**config.mk**
```make
export PLATFORM = sky130hd
export DESIGN_NAME = utf16_to_utf8_encoder_core_flat
export DESIGN_NICKNAME = d
export VERILOG_FILES = /design/src/sv/u16u8_pkg.sv /design/src/sv/u16u8_intf.sv /design/src/sv/utf16_to_utf8_encoder_core.sv /design/src/sv/u16u8_enc.sv /design/src/flat_wrapper.sv
export SDC_FILE = /design/constraint.sdc
export NUM_CORES = 1
export LEC_CHECK = 0
export ABC_AREA = 1
export BUFFER_PORTS_ARGS = -buffer_cell sky130_fd_sc_hd__buf_2
export CORE_MARGIN = 4
export CORE_UTILIZATION = 40
export CTS_CLUSTER_DIAMETER = 150
export CTS_CLUSTER_SIZE = 40
export DETAILED_ROUTE_END_ITERATION = 6
export PLACE_DENSITY = 0.64
export SYNTH_ARGS = -nofsm -noshare
export SYNTH_HDL_FRONTEND = slang
export SYNTH_HIERARCHICAL = 1
export SYNTH_SLANG_ARGS = --single-unit
```
**constraint.sdc**
```tcl
create_clock -name clk -period 4.04 [get_ports clk]
set_clock_uncertainty 0.2 [all_clocks]
set_input_delay 1.01 -clock clk [delete_from_list [all_inputs] [get_ports clk]]
set_output_delay 1.01 -clock clk [all_outputs]
set_load 0.01 [all_outputs]
```
**src/sv/u16u8_pkg.sv**
```systemverilog
// Shared constants and types for the UTF-16 to UTF-8 encoder.
`timescale 1ns / 1ps
package u16u8_pkg;

	localparam int UnitWidth   = 16;
	localparam int ByteWidth   = 8;
	localparam int LeadBits    = 10;
	localparam int MaxBytes    = 4;
	localparam int CountWidth  = $clog2(MaxBytes + 1);

	localparam logic [ByteWidth-1:0] QMark = 8'h3F;

	typedef logic [ByteWidth-1:0]  byte_t;
	typedef logic [CountWidth-1:0] count_t;

	// Result of encoding one code unit against the held surrogate state.
	typedef struct packed {
		logic [MaxBytes-1:0][ByteWidth-1:0] bytes;
		count_t                             count;
		logic                               hold;
		logic [LeadBits-1:0]                held_bits;
	} enc_t;

endpackage

```
**src/sv/u16u8_intf.sv**
```systemverilog
// Valid/ready stream interfaces for code units and UTF-8 bytes.
`timescale 1ns / 1ps
interface u16u8_unit_if;
	logic        valid;
	logic        ready;
	logic [15:0] code_unit;
	logic        end_of_string;

	modport source(output valid, code_unit, end_of_string, input ready);
	modport sink(input valid, code_unit, end_of_string, output ready);
endinterface

interface u16u8_byte_if;
	logic       valid;
	logic       ready;
	logic [7:0] out_byte;
	logic       last_of_run;

	modport source(output valid, out_byte, last_of_run, input ready);
	modport sink(input valid, out_byte, last_of_run, output ready);
endinterface

```
**src/sv/utf16_to_utf8_encoder_core.sv**
```systemverilog
// Top level of the UTF-16 to UTF-8 encoder.
`timescale 1ns / 1ps
// Accepts one UTF-16 code unit per request and emits its UTF-8 bytes one per
// cycle on the byte channel while ready is high, with last_of_run marking the
// final byte of each unit. A unit yields 0 to 4 bytes; they are drained from
// a four-byte shift register, and the next unit is accepted in the cycle the
// last byte leaves. A lead surrogate is held inside and gives no bytes until
// the following unit arrives; malformed surrogates give '?'.
module utf16_to_utf8_encoder_core (
	input  logic             clk,
	input  logic             arst_n,
	u16u8_unit_if.sink       units,
	u16u8_byte_if.source     utf8
);
	import u16u8_pkg::*;

	logic                               pending_q;
	logic [LeadBits-1:0]                held_q;
	logic [MaxBytes-1:0][ByteWidth-1:0] buf_q;
	count_t                             cnt_q;
	enc_t                               enc;
	logic                               in_fire;
	logic                               out_fire;

	u16u8_enc u_enc (
		.code_unit      (units.code_unit),
		.end_of_string  (units.end_of_string),
		.lead_pending   (pending_q),
		.held_lead_bits (held_q),
		.enc            (enc)
	);

	assign out_fire = utf8.valid && utf8.ready;
	assign in_fire  = units.valid && units.ready;

	// A new unit may load as soon as the last buffered byte is leaving.
	assign units.ready = (cnt_q == '0) || ((cnt_q == count_t'(1)) && utf8.ready);

	assign utf8.valid       = (cnt_q != '0);
	assign utf8.out_byte    = buf_q[0];
	assign utf8.last_of_run = (cnt_q == count_t'(1));

	always_ff @(posedge clk or negedge arst_n) begin
		if (!arst_n) begin
			pending_q <= 1'b0;
			held_q    <= '0;
			cnt_q     <= '0;
		end else if (in_fire) begin
			pending_q <= enc.hold;
			held_q    <= enc.held_bits;
			cnt_q     <= enc.count;
		end else if (out_fire) begin
			cnt_q <= cnt_q - count_t'(1);
		end
	end

	always_ff @(posedge clk) begin
		if (in_fire) begin
			buf_q <= enc.bytes;
		end else if (out_fire) begin
			buf_q <= {8'h00, buf_q[MaxBytes-1:1]};
		end
	end

endmodule

```
**src/sv/u16u8_enc.sv**
```systemverilog
// Combinational encoder: one code unit plus held surrogate state to up to four bytes.
`timescale 1ns / 1ps
module u16u8_enc (
	input  logic [u16u8_pkg::UnitWidth-1:0] code_unit,
	input  logic                 end_of_string,
	input  logic                 lead_pending,
	input  logic [9:0]           held_lead_bits,
	output u16u8_pkg::enc_t      enc
);
	import u16u8_pkg::*;

	logic                        is_sur;
	logic                        is_lead;
	logic                        is_trail;
	logic [20:0]                 cp;
	logic [2:0][ByteWidth-1:0]   nb;
	count_t                      nn;
	logic                        n_hold;

	assign is_sur   = (code_unit[15:11] == 5'b11011);
	assign is_lead  = is_sur && !code_unit[10];
	assign is_trail = is_sur && code_unit[10];
	assign cp       = 21'h10000 + {1'b0, held_lead_bits, code_unit[9:0]};

	// Plain encoding of the unit as if no lead were held.
	always_comb begin
		nb     = '0;
		nn     = '0;
		n_hold = 1'b0;
		priority if (code_unit[15:7] == '0) begin
			nb[0] = code_unit[7:0];
			nn    = count_t'(1);
		end else if (code_unit[15:11] == '0) begin
			nb[0] = {3'b110, code_unit[10:6]};
			nb[1] = {2'b10, code_unit[5:0]};
			nn    = count_t'(2);
		end else if (is_sur) begin
			if (is_lead && !end_of_string) begin
				n_hold = 1'b1;
			end else begin
				nb[0] = QMark;
				nn    = count_t'(1);
			end
		end else begin
			nb[0] = {4'hE, code_unit[15:12]};
			nb[1] = {2'b10, code_unit[11:6]};
			nb[2] = {2'b10, code_unit[5:0]};
			nn    = count_t'(3);
		end
	end

	always_comb begin
		enc.held_bits = '0;
		if (lead_pending && is_trail) begin
			enc.bytes[0] = {5'b11110, cp[20:18]};
			enc.bytes[1] = {2'b10, cp[17:12]};
			enc.bytes[2] = {2'b10, cp[11:6]};
			enc.bytes[3] = {2'b10, cp[5:0]};
			enc.count    = count_t'(4);
			enc.hold     = 1'b0;
		end else if (lead_pending) begin
			// The held lead is malformed: a question mark comes first.
			enc.bytes = {nb, QMark};
			enc.count = nn + count_t'(1);
			enc.hold  = n_hold;
		end else begin
			enc.bytes = {8'h00, nb};
			enc.count = nn;
			enc.hold  = n_hold;
		end
		if (enc.hold) begin
			enc.held_bits = code_unit[9:0];
		end
	end

endmodule

```
**src/flat_wrapper.sv**
```systemverilog
// flat-port wrapper written by rule: the top's interface ports become plain ports
module utf16_to_utf8_encoder_core_flat import u16u8_pkg::*;
  (clk, arst_n, units_valid, units_code_unit, units_end_of_string, units_ready, utf8_valid, utf8_out_byte, utf8_last_of_run, utf8_ready);
  u16u8_unit_if units_i ();
  u16u8_byte_if utf8_i ();
  input  logic clk;
  input  logic arst_n;
  input wire logic [$bits(units_i.valid)-1:0] units_valid;
  input wire logic [$bits(units_i.code_unit)-1:0] units_code_unit;
  input wire logic [$bits(units_i.end_of_string)-1:0] units_end_of_string;
  output wire logic [$bits(units_i.ready)-1:0] units_ready;
  output wire logic [$bits(utf8_i.valid)-1:0] utf8_valid;
  output wire logic [$bits(utf8_i.out_byte)-1:0] utf8_out_byte;
  output wire logic [$bits(utf8_i.last_of_run)-1:0] utf8_last_of_run;
  input wire logic [$bits(utf8_i.ready)-1:0] utf8_ready;
  assign units_i.valid = units_valid;
  assign units_i.code_unit = units_code_unit;
  assign units_i.end_of_string = units_end_of_string;
  assign units_ready = units_i.ready;
  assign utf8_valid = utf8_i.valid;
  assign utf8_out_byte = utf8_i.out_byte;
  assign utf8_last_of_run = utf8_i.last_of_run;
  assign utf8_i.ready = utf8_ready;
  utf16_to_utf8_encoder_core u_core (.clk(clk), .arst_n(arst_n), .units(units_i), .utf8(utf8_i));
endmodule
```
* After elaboration in Yosys (flattened, before gate mapping) *
Cells that the tools add are included.

storage, ports and cells
  register bits after elaboration = 46
  memories kept = 0
  latch bits = 0
  logic and storage cells = 49
  ROM bits = 0
  bits in writable memories = 0

operators by class
  equal/unequal tests = 2
  reduce and logical (&&, ||, !) cells = 15
  div/mod/pow operators = 0
  bitwise logic cells = 0
  shift operators = 0
  $add $sub $neg = 3
  multiplexer cells = 22
  order comparisons = 0
  $mul = 0

operator list
  operator                                          count
  two-way mux 36 bit                                2
  two-way mux 32 bit                                2
  two-way mux 16 bit                                3
  two-way mux 8 bit                                 3
  adder 17 x 20 -> 21 bit, first input constant     1
  two-way mux 3 bit                                 5
  two-way mux 10 bit                                1
  logical NOT 9 bit                                 1
  logical AND 1 bit                                 7
  two-way mux 6 bit                                 1
  == test 5 bit, second input constant              1
  logical NOT 5 bit                                 1
  two-way mux 1 bit                                 5
  adder 3 x 1 -> 3 bit, second input constant       1
  == test 3 x 1 -> 1 bit, second input constant     1
  logical NOT 3 bit                                 1
  nonzero test 3 bit                                1
  subtractor 3 x 1 -> 3 bit, second input constant  1
  logical NOT 1 bit                                 2
  nonzero test 2 bit                                1
  logical OR 1 bit                                  1

* Logic depth before layout (Yosys ltp) *
Gate-level depths: netlist (run 1).

  depth in word-level cells = 11
  mapped depth = 13

* Modules after synthesis *
Netlist (run 1), hierarchy kept.

by module, submodules not included
  module                      area an instance (sq um)  instances  sequential area each (sq um)  cells each
  utf16_to_utf8_encoder_core  2188.3                    1          1311.3                        221
  u16u8_enc                   908.4                     1          0.0                           190

* Least setup slack after synthesis (run 1) *
OpenSTA, ideal clock, no wires.

  kind = input to register
  start point = input units_code_unit[12]
  end point = register u_core.cnt_q[1]
  data arrival time = 2.340 ns
  library setup time = 0.126 ns
  stages on the path = 13
  setup slack = 1.374 ns
  required time = 3.714 ns
  cell sequence = nor2_1 > nand2_1 > nor2_4 > nand2_4 > nand2_2 > inv_1 > ha_1 > nand2_1 > nand2_1 > inv_1 > nand3_1 > nand3_1 > nand2_1

RTL lines
  item                  line                              text
  start, declared       flat_wrapper.sv:9                 input wire logic [$bits(units_i.code_unit)-1:0] units_code_unit;
  end signal, assigned  utf16_to_utf8_encoder_core.sv:51  cnt_q <= enc.count;
  end signal, assigned  utf16_to_utf8_encoder_core.sv:53  cnt_q <= cnt_q - count_t'(1);
  end, declared         utf16_to_utf8_encoder_core.sv:20  count_t cnt_q;

==> reports/metrics.yaml, run 1 <==
drive_above_1_share_pct: 14.6
detail_route.iter0.violations: 174
most_common_library_cell_in_the_layout_ignoring_fill_and_taps: "sky130_fd_sc_hd__nand2_1"
power_per_cell_area_nw_per_um2: 520
post_cts_hold_buffer_count: 0
clk_latency_ps: 300
cts_tree: "done"
post_cts.resized_instances: 0
peak_ir_drop_on_the_vdd_network_mv: 0.568
setup.reg_to_reg.worst_slack_ps: 1590
worst_setup_hold_path_clk_slew_ps: 90
crit-reg2reg-launch: "u_core/pending_q$_DFFE_PN0P_"
gp_congestion: 0.911
setup.worst_path.class: "input pin to flop"
grt_use_met1_pct: 24.4
syn_to_final_growth_pct: 6.34
worstHoldStart: "u_core/held_q[4]$_DFFE_PN0P_"
synth.distinct_cells: 29
vias: 2705
cp_max_fo: 12
slowest_stage: "sky130_fd_sc_hd__nand3_1"
cts_num_sinks: 46
critPathRequiredTime_ps: 4040
multiInputGateArea_um2: 1450
worstRegToRegCells: 7
rsz0062_at_grt: "no"
critical_path.endpoint_type: "flop"
avgSynthCellArea_um2: 7.53
detailedPlacementHpwl_um: 5250
ys_ff_latch: 46
terminus_of_the_critical_flop_to_flop_path: "u_core/buf_q[12]$_DFFE_PP_"
seqCellArea_um2: 1310
clockBufferDepth: 2
hold_viol: 0
h-tree-depth: 2
crit_path_cell_trace: "buf_2, inv_1, nand2_1, nor2_4, nand3_1, nand2_1, nand2_1, ha_1, nand2_1, nand2_1, inv_1, nand3_1, nand3_1, nand2_1"
post_drt_wl_per_cell_um: 14.0
timing.max_cap.violations: 0
synth-seq-area-share_pct: 42.3
number_of_standard_cells_after_synthesis: 411
drt-total-wl_um: 7370
layout.cells.most_common_list: "137 x sky130_fd_sc_hd__nand2_1, 59 x sky130_fd_sc_hd__nand3_1, 38 x sky130_fd_sc_hd__nor2_1"
die_height_um: 96.0
n_fill_cell: 760
p_leak_nw: 1.62
grt_pass1_vias: 2555
ant_nets: 0
route.detailed.drc: 0
grt.met3_usage_pct: 3.91
first_pass_grt_wire_length_um: 12500
floorplan.die.width_um: 96.0
setup_viol: 0
run_status: "completed"
initial_drt_pass_iterations: 5
antenna_violations_before_repair: 0
worstSetupEndpoint: "u_core/cnt_q[1]$_DFFE_PN0P_"
final_min_period_over_clock_period_pct: 71.6
ioPinCount: 32
initial_utilization_pct: 42.0
final-max-slew-violation-count: 0
routed_via_density: 5.15
cts.root.buffer_cell: "sky130_fd_sc_hd__clkbuf_8"
mappedNetlistArea_um2: 3100
numCtsBuffers: 5
largest_net_degree_at_the_start_of_global_routing: 47
gr-usage-all-layers_pct: 17.6
worst_setup_path_startpoint: "units_code_unit[13]"
core_area_um2: 7370
pre_cts_slack_ps: 853
finalWorstSetupSlack_ps: 1150
design.final.nets: 451
tightest_slew_ps: 561
count_of_warnings_emitted_by_yosys: 6
max_stage_delay_ps: 370
met2_usage_pct: 27.4
gr-total-overflow: 0
grt_busiest_layer: "met2"
post_cts_buffers: 0
worstHoldPathType: "flop to flop"
io_buffers: 31
arrival_ps: 2890
setup.worst_path.start_class: "input pin"
timing.slew.headroom_pct: 62.5
cp_common_cell: "sky130_fd_sc_hd__nand2_1"
std_cell_rows: 31
timing.setup.tns_ps: 0
antenna-diode-count: 0
max_freq_ghz: 0.346
die_area_um2: 9210
final_period_minus_worst_setup_slack_ps: 2890
## state kept, by name (all words and copies together), names as in the netlist
signal	count
u_core/pending_q	1
u_core/cnt_q	3
u_core/held_q	10
u_core/utf8.out_byte	8
u_core/buf_q	24
## cell families (layout without fill, tap and decap cells)
logic type	Yosys count	after routing	synth area share (%)
buffers and inverters	67	81	11.0
flip-flops	46	46	42.3
other	1	2	0.121
XOR/XNOR	3	3	0.849
AND/OR/NAND/NOR	271	271	40.5
AO/OA/AOI/OAI	18	18	3.15
adder cells (fa/ha/maj)	5	5	2.02
## power breakdown
group | internal [W] | switching (W) | leakage [nW]
registers | 0.000744 | 0.0000515 | 0.509
clock network | 0.000123 | 0.000161 | 0.0432
logic | 0.000200 | 0.000434 | 1.07
total | 0.00107 | 0.000647 | 1.62
## layer usage
metal	share of wire [%]	wire, um
met1	46	3390
met2	46	3400
met3	6.4	474
met4	1.4	105
met5	0	0
## synthesized netlist by cell type, drive strengths merged
master  number  area (um2)
ha           5        62.6
nand3       70         405
xnor2        2        17.5
nand4       14        87.6
clkbuf       4        15.0
xor2         1        8.76
o21ai       14        70.1
nand2      143         567
inv         39         146
o211ai       1        7.51
conb         1        3.75
nor2        41         176
edfxtp      32         961
and2         1        6.26
o21bai       1        7.51
buf         24         179
dfrtp       14         350
a22oi        1        7.51
a21oi        1        5.00
or2          2        12.5
## cell type report
class | instances | area share, %
clock buffer | 6 | 2.20
clock inverter | 2 | 0.380
inverter | 39 | 4.45
multi-input combinational | 299 | 44.0
sequential | 46 | 39.8
tap | 99 | 3.76
timing repair buffer | 34 | 5.40
## worst min path at each step
stage,cells after the start,endpoint,slack (ps)
after floorplan,2,u_core/held_q[0]$_DFFE_PN0P_,240
after global placement,2,u_core/held_q[3]$_DFFE_PN0P_,260
after detailed placement,2,u_core/held_q[4]$_DFFE_PN0P_,260
after CTS,2,u_core/held_q[4]$_DFFE_PN0P_,280
after global routing,2,u_core/held_q[1]$_DFFE_PN0P_,320
final,2,u_core/held_q[4]$_DFFE_PN0P_,280
## metrics by stage
step / hold WS (ps) / cell area [um2] / utilization (%) / instances / power, W
after floorplan: 242 / 3100 / - / 412 / 0.00135
after detailed placement: 260 / 3210 / 43.5 / 517 / 0.00145
after global routing: 319 / 3290 / 44.7 / 525 / 0.00187
final: 281 / 3290 / 44.7 / 525 / 0.00171
after CTS: 281 / 3290 / 44.7 / 525 / 0.00174
after global placement: 260 / 3210 / 43.5 / 517 / 0.00144
## critical path, delay by kind of cell
family                   cells  cell delay (ps)
AND/OR/NAND/NOR             10             1370
adder cells (fa/ha/maj)      1              280
buffers and inverters        3              230
(Power assumes the default switching activity.)
==> inputs of run 2 (changes only) <==
--- a/config.mk
+++ b/config.mk
@@ -12,7 +12,7 @@
 export CTS_CLUSTER_DIAMETER = 150
 export CTS_CLUSTER_SIZE = 40
 export DETAILED_ROUTE_END_ITERATION = 6
-export PLACE_DENSITY = 0.64
+export PLACE_DENSITY = 0.66
 export SYNTH_ARGS = -nofsm -noshare
 export SYNTH_HDL_FRONTEND = slang
 export SYNTH_HIERARCHICAL = 1
==> constraint.sdc (replaced) <==
create_clock -name clk -period 2.53 [get_ports clk]
set_clock_uncertainty 0.2 [all_clocks]
set_input_delay 0.6325 -clock clk [delete_from_list [all_inputs] [get_ports clk]]
set_output_delay 0.6325 -clock clk [all_outputs]
set_load 0.01 [all_outputs]
==> run 2 against run 1 <==
Against the previous run: count of clock-buffer cells in the layout shrank 1; worst hold slack lost 260 ps; first-iteration DRC count grew 20%; critical path depth shrank 2; setup slack lost 810 ps; sequential share of layout area shrank 1.7 points; final cell count grew 2.3%; critical path type unchanged; largest cell class unchanged.
==> reports/metrics.yaml, run 2 (synthesis gave the netlist of run 1 again) <==
run_status: "completed"  # unchanged
power_per_cell_area_nw_per_um2: 859  # was 520 nW/um2
cts.root.buffer_cell: "sky130_fd_sc_hd__clkbuf_8"  # unchanged
floorplan.die.width_um: 96.0  # unchanged
numCtsBuffers: 5  # unchanged
max_stage_delay_ps: 270  # was 370 ps
clockBufferDepth: 2  # unchanged
detailedPlacementHpwl_um: 5600  # was 5250 um
detail_route.iter0.violations: 209  # was 174
gr-usage-all-layers_pct: 18.0  # was 17.6%
final_period_minus_worst_setup_slack_ps: 2200
std_cell_rows: 31  # unchanged
rsz0062_at_grt: "no"  # unchanged
cp_common_cell: "sky130_fd_sc_hd__nand2_1"  # unchanged
timing.setup.tns_ps: 0  # unchanged
setup.worst_path.start_class: "input pin"  # unchanged
ant_nets: 0  # unchanged
timing.max_cap.violations: 0  # unchanged
h-tree-depth: 2  # unchanged
die_height_um: 96.0  # unchanged
max_freq_ghz: 0.455
gr-total-overflow: 0  # unchanged
worstRegToRegCells: 6  # was 7
terminus_of_the_critical_flop_to_flop_path: "u_core/buf_q[24]$_SDFFCE_PN0P_"  # was u_core/buf_q[12]$_DFFE_PP_
antenna-diode-count: 0  # unchanged
design.final.nets: 463  # was 451
final-max-slew-violation-count: 0  # unchanged
cp_top_family: "simple AND/OR/NAND/NOR gates"  # unchanged
initial_utilization_pct: 42.0  # unchanged
largest_net_degree_at_the_start_of_global_routing: 47  # unchanged
layout.cells.most_common_list: "137 x sky130_fd_sc_hd__nand2_1, 59 x sky130_fd_sc_hd__nand3_1, 38 x sky130_fd_sc_hd__nor2_1"  # unchanged
hold_ws_ps: 24.2  # was 281 ps
setup.reg_to_reg.worst_slack_ps: 590  # was 1590 ps
drt-total-wl_um: 7650  # was 7370 um
crit-reg2reg-launch: "u_core/cnt_q[0]$_DFFE_PN0P_"  # was u_core/pending_q$_DFFE_PN0P_
most_common_library_cell_in_the_layout_ignoring_fill_and_taps: "sky130_fd_sc_hd__nand2_1"  # unchanged
p_leak_nw: 1.70  # was 1.62 nW
setup.worst_path.class: "input pin to flop"  # unchanged
syn_to_final_growth_pct: 10.9  # was 6.34%
route.detailed.drc: 0  # unchanged
io_buffers: 31  # unchanged
routed_via_density: 5.07  # was 5.15
worstHoldPathType: "input pin to asynchronous set/reset pin"  # was flop to flop
cts_num_sinks: 46  # unchanged
antenna_violations_before_repair: 0  # unchanged
final_core_util_pct: 46.6  # was 44.7%
clk_latency_ps: 300  # about the same
cp_max_fo: 8  # was 12
hold_viol: 0  # unchanged
vias: 2722  # was 2,705
crit_path_cell_trace: "buf_2, nor2_1, nand3_1, nand2_1, nand2_1, ha_1, nand2_1, nand2_1, inv_1, nand3_1, nand3_1, nand2_1"  # was buf_2, inv_1, nand2_1, nor2_4, nand3_1, nand2_1, nand2_1, ha_1, nand2_1, nand2_1, inv_1, nand3_1, nand3_1, nand2_1
ioPinCount: 32  # unchanged
drive_above_1_share_pct: 17.4  # was 14.6%
gp_congestion: 0.982  # was 0.911
critical_path.endpoint_type: "flop"  # unchanged
finalWorstSetupSlack_ps: 334  # was 1150 ps
post_cts.resized_instances: 0  # unchanged
final_min_period_over_clock_period_pct: 86.8
largest_register_ff_count: 24  # unchanged
peak_ir_drop_on_the_vdd_network_mv: 0.945  # was 0.568 mV
largest-register: "u_core/buf_q"  # unchanged
arrival_ps: 2180  # was 2890 ps
post_cts_buffers: 0  # unchanged
initial_drt_pass_iterations: 4  # was 5
worst_setup_hold_path_clk_slew_ps: 90  # about the same
cts_tree: "done"  # unchanged
setup_viol: 0  # unchanged
post_cts_hold_buffer_count: 0  # unchanged
path_buf_inv: 2  # was 3
grt_pass1_vias: 2671  # was 2,555
critPathRequiredTime_ps: 2520  # was 4040 ps
pre_cts_slack_ps: 55.0  # was 853 ps
core_area_um2: 7370  # unchanged
post_drt_wl_per_cell_um: 14.3  # was 14.0 um
first_pass_grt_wire_length_um: 12900  # was 12,500 um
slowest_stage: "sky130_fd_sc_hd__nand3_1"  # unchanged
die_area_um2: 9210  # unchanged
==> run 2: where the power goes <==
part           switching (W)  internal (W)  leakage [nW]  total, W
clock network       0.000256      0.000396        0.0683  0.000652
logic               0.000702      0.000326          1.13   0.00103
registers          0.0000832       0.00119         0.509   0.00127
==> run 2: routing by layer <==
| layer | vias to the layer above | part of all wire, % | GRT usage [%] |
|---|---|---|---|
| met3 | 9 | 4.1 | 2.81 |
| met5 | - | 0 | 0 |
| met4 | 0 | 1.2 | 5.21 |
| met1 | 1265 | 47 | 24.2 |
| met2 | 72 | 48 | 29.9 |
| li1 | 1376 | - | - |
==> run 2: worst max path at each step <==
| stage | start | to | depth (start not counted) | slack, ps |
|---|---|---|---|---|
| 6_report | units_code_unit[12] | u_core/cnt_q[1]$_DFFE_PN0P_ | 12 | 330 |
| 5_1_grt | units_code_unit[13] | u_core/cnt_q[1]$_DFFE_PN0P_ | 14 | 130 |
| 4_1_cts | u_core/cnt_q[0]$_DFFE_PN0P_ | units_ready | 5 | 350 |
| 3_5_place_dp | units_code_unit[12] | u_core/cnt_q[1]$_DFFE_PN0P_ | 12 | 50 |
| 3_3_place_gp | units_code_unit[12] | u_core/cnt_q[1]$_DFFE_PN0P_ | 12 | 100 |
| 2_1_floorplan | units_code_unit[12] | u_core/cnt_q[1]$_DFFE_PN0P_ | 13 | 240 |
==> run 2: final cells by class <==
type	count	area, um2
Timing Repair Buffer	46	268
Fill cell	758	3930
Tap cell	99	124
Multi-Input combinational cell	299	1450
Clock buffer	5	68.8
Sequential cell	46	1310
Clock inverter	3	68.8
Inverter	39	146
==> run 2: worst register-to-register path: stages, from the launching register on <==
cell                      delay [ps]
sky130_fd_sc_hd__dfrtp_1         400
sky130_fd_sc_hd__inv_1            80
sky130_fd_sc_hd__ha_1            220
sky130_fd_sc_hd__nand2_2         100
sky130_fd_sc_hd__nand2_1         110
sky130_fd_sc_hd__nand2_1          80
sky130_fd_sc_hd__buf_4           390
==> run 2: stage by stage <==
step           instance area [um2]  cells  total power (W)
2_1_floorplan                 3100    412          0.00216
3_3_place_gp                  3300    529          0.00231
3_5_place_dp                  3300    529          0.00234
4_1_cts                       3440    537          0.00299
5_1_grt                       3440    537          0.00318
6_report                      3440    537          0.00295
==> inputs of run 3 (changes only) <==
--- a/config.mk
+++ b/config.mk
@@ -13,6 +13,7 @@
 export CTS_CLUSTER_SIZE = 40
 export DETAILED_ROUTE_END_ITERATION = 6
 export PLACE_DENSITY = 0.66
+export RECOVER_POWER = 100
 export SYNTH_ARGS = -nofsm -noshare
 export SYNTH_HDL_FRONTEND = slang
 export SYNTH_HIERARCHICAL = 1
==> run 3 against run 2 <==
Against the previous run: clock power is essentially flat; sequential power barely moved; final cell count is the same; total power down 1.4%.
==> reports/metrics.yaml, run 3 (synthesis gave the netlist of run 1 again) <==
setup.worst_path.start_class: "input pin"  # unchanged
layout.cells.most_common_list: "139 x sky130_fd_sc_hd__nand2_1, 61 x sky130_fd_sc_hd__nand3_1, 38 x sky130_fd_sc_hd__nor2_1"  # was 137 x sky130_fd_sc_hd__nand2_1, 59 x sky130_fd_sc_hd__nand3_1, 38 x sky130_fd_sc_hd__nor2_1
ant_nets: 0  # unchanged
post_cts.resized_instances: 0  # unchanged
crit-reg2reg-launch: "u_core/cnt_q[0]$_DFFE_PN0P_"  # unchanged
met2RoutedLength_um: 3690  # was 3680 um
gr-usage-all-layers_pct: 18.0  # unchanged
timing.slew.headroom_pct: 43.1
post_cts_hold_buffer_count: 0  # unchanged
m1WireLength_um: 3540  # was 3570 um
hold_ws_ps: 199  # was 24.2 ps
largest_net_degree_at_the_start_of_global_routing: 47  # unchanged
arrival_ps: 2240  # was 2180 ps
clockBufferDepth: 2  # unchanged
power_per_cell_area_nw_per_um2: 857  # was 859 nW/um2
timing.max_cap.violations: 0  # unchanged
syn_to_final_growth_pct: 9.66  # was 10.9%
worstRegToRegCells: 6  # unchanged
met3_length_um: 376  # was 314 um
std_cell_rows: 31  # unchanged
critical_path.endpoint_type: "flop"  # unchanged
clk_latency_ps: 300  # about the same
worstHoldPathType: "input pin to asynchronous set/reset pin"  # unchanged
initial_drt_pass_iterations: 5  # was 4
antenna_violations_before_repair: 0  # unchanged
setup.worst_path.class: "input pin to flop"  # unchanged
largest-register: "u_core/buf_q"  # unchanged
gp_congestion: 0.982  # unchanged
first_pass_grt_wire_length_um: 12900  # unchanged
setup.reg_to_reg.worst_slack_ps: 290  # was 590 ps
io_buffers: 31  # unchanged
cts_tree: "done"  # unchanged
final_min_period_over_clock_period_pct: 89.3  # was 86.8%
cts_num_sinks: 46  # unchanged
core_area_um2: 7370  # unchanged
setup_viol: 0  # unchanged
peak_ir_drop_on_the_vdd_network_mv: 0.911  # was 0.945 mV
final-max-slew-violation-count: 0  # unchanged
vias: 2725  # was 2,722
cts.root.buffer_cell: "sky130_fd_sc_hd__clkbuf_8"  # unchanged
antenna-diode-count: 0  # unchanged
ioPinCount: 32  # unchanged
post_cts_buffers: 0  # unchanged
grt_pass1_vias: 2671  # unchanged
initial_utilization_pct: 42.0  # unchanged
most_common_library_cell_in_the_layout_ignoring_fill_and_taps: "sky130_fd_sc_hd__nand2_1"  # unchanged
gr-total-overflow: 0  # unchanged
max_freq_ghz: 0.443  # was 0.455 GHz
run_status: "completed"  # unchanged
cp_common_cell: "sky130_fd_sc_hd__nand2_1"  # unchanged
rsz0062_at_grt: "no"  # unchanged
terminus_of_the_critical_flop_to_flop_path: "u_core/buf_q[24]$_SDFFCE_PN0P_"  # unchanged
max_stage_delay_ps: 280  # was 270 ps
slowest_stage: "sky130_fd_sc_hd__nand3_1"  # unchanged
post_drt_wl_per_cell_um: 14.3  # about the same
numCtsBuffers: 5  # unchanged
n_fill_cell: 771  # was 758
drive_above_1_share_pct: 13.7  # was 17.4%
die_area_um2: 9210  # unchanged
h-tree-depth: 2  # unchanged
drt-total-wl_um: 7680  # was 7650 um
p_leak_nw: 1.66  # was 1.70 nW
design.final.nets: 463  # unchanged
route.detailed.drc: 0  # unchanged
largest_register_ff_count: 24  # unchanged
top_layer_used: "met4"  # unchanged
detail_route.iter0.violations: 205  # was 209
timing.setup.tns_ps: 0  # unchanged
routed_via_density: 5.07  # about the same
final_period_minus_worst_setup_slack_ps: 2260  # was 2200 ps
critPathRequiredTime_ps: 2510  # was 2520 ps
detailedPlacementHpwl_um: 5600  # unchanged
tightest_slew_ps: 854
worst_setup_hold_path_clk_slew_ps: 90  # about the same
crit_path_cell_trace: "buf_2, nor2_1, nand3_1, nand2_1, nand2_1, ha_1, nand2_1, nand2_1, inv_1, nand3_1, nand3_1, nand2_1"  # unchanged
hold_viol: 0  # unchanged
die_height_um: 96.0  # unchanged
cp_max_fo: 8  # unchanged
floorplan.die.width_um: 96.0  # unchanged
==> run 3: changes by cell type in the layout (fill, tap and decap cells not counted), moves of 2 or more <==
cell                       change
sky130_fd_sc_hd__buf_4         -2
sky130_fd_sc_hd__nand3_1       +2
sky130_fd_sc_hd__clkbuf_2      +2
sky130_fd_sc_hd__buf_2        -12
sky130_fd_sc_hd__nand2_1       +2
sky130_fd_sc_hd__clkbuf_1     +12
sky130_fd_sc_hd__nand3_2       -2
==> run 3: worst max path at each step <==
| stage | to | cells past startpoint | slack, ps | startpoint |
|---|---|---|---|---|
| after floorplan | u_core/cnt_q[1]$_DFFE_PN0P_ | 13 | 240 | units_code_unit[12] |
| after global placement | u_core/cnt_q[1]$_DFFE_PN0P_ | 12 | 100 | units_code_unit[12] |
| after detailed placement | u_core/cnt_q[1]$_DFFE_PN0P_ | 12 | 50 | units_code_unit[12] |
| after CTS | units_ready | 5 | 350 | u_core/cnt_q[0]$_DFFE_PN0P_ |
| after global routing | u_core/cnt_q[1]$_DFFE_PN0P_ | 14 | 80 | units_code_unit[13] |
| final | u_core/cnt_q[1]$_DFFE_PN0P_ | 12 | 270 | units_code_unit[12] |
==> run 3: through the flow <==
| stage | setup WS, ps | total power (W) | instances | cell area [um2] | util (%) |
|---|---|---|---|---|---|
| finish | 271 | 0.00291 | 537 | 3400 | 46.1 |
| global route | 84.4 | 0.00313 | 537 | 3400 | 46.1 |
| CTS | 349 | 0.00299 | 537 | 3440 | 46.6 |
| detailed placement | 55.0 | 0.00234 | 529 | 3300 | 44.8 |
| global placement | 100 | 0.00231 | 529 | 3300 | 44.8 |
| floorplan | 241 | 0.00216 | 412 | 3100 | - |
==> run 3: worst max-delay path, delay by kind of cell <==
kind / cells / cell delay, ps
and+or+nand+nor: 9 / 1150
adders and majority gates: 1 / 270
buffers and inverters: 2 / 180
==> run 3: final cells by class <==
cell class	instances	area (um2)	area share [%]
clock inverters	3	68.8	2.03
clock buffers	5	68.8	2.03
well taps	99	124	3.65
inverters	39	146	4.31
multi-input cells	299	1430	42.1
flip-flops and latches	46	1310	38.6
repair buffers	46	248	7.30
==> run 3: power by group <==
part,total (W),internal (W),switching (W),leakage (nW)
sequential,0.00128,0.00119,0.0000856,0.509
clock,0.000652,0.000396,0.000256,0.0683
combinational,0.000979,0.000286,0.000694,1.08
==> run 3: layer usage <==
metal  GRT usage, %  vias to the layer above
met5              0                        -
met4           5.21                        0
met3           2.81                        7
met2           29.9                       81
met1           24.2                     1261
li1               -                     1376
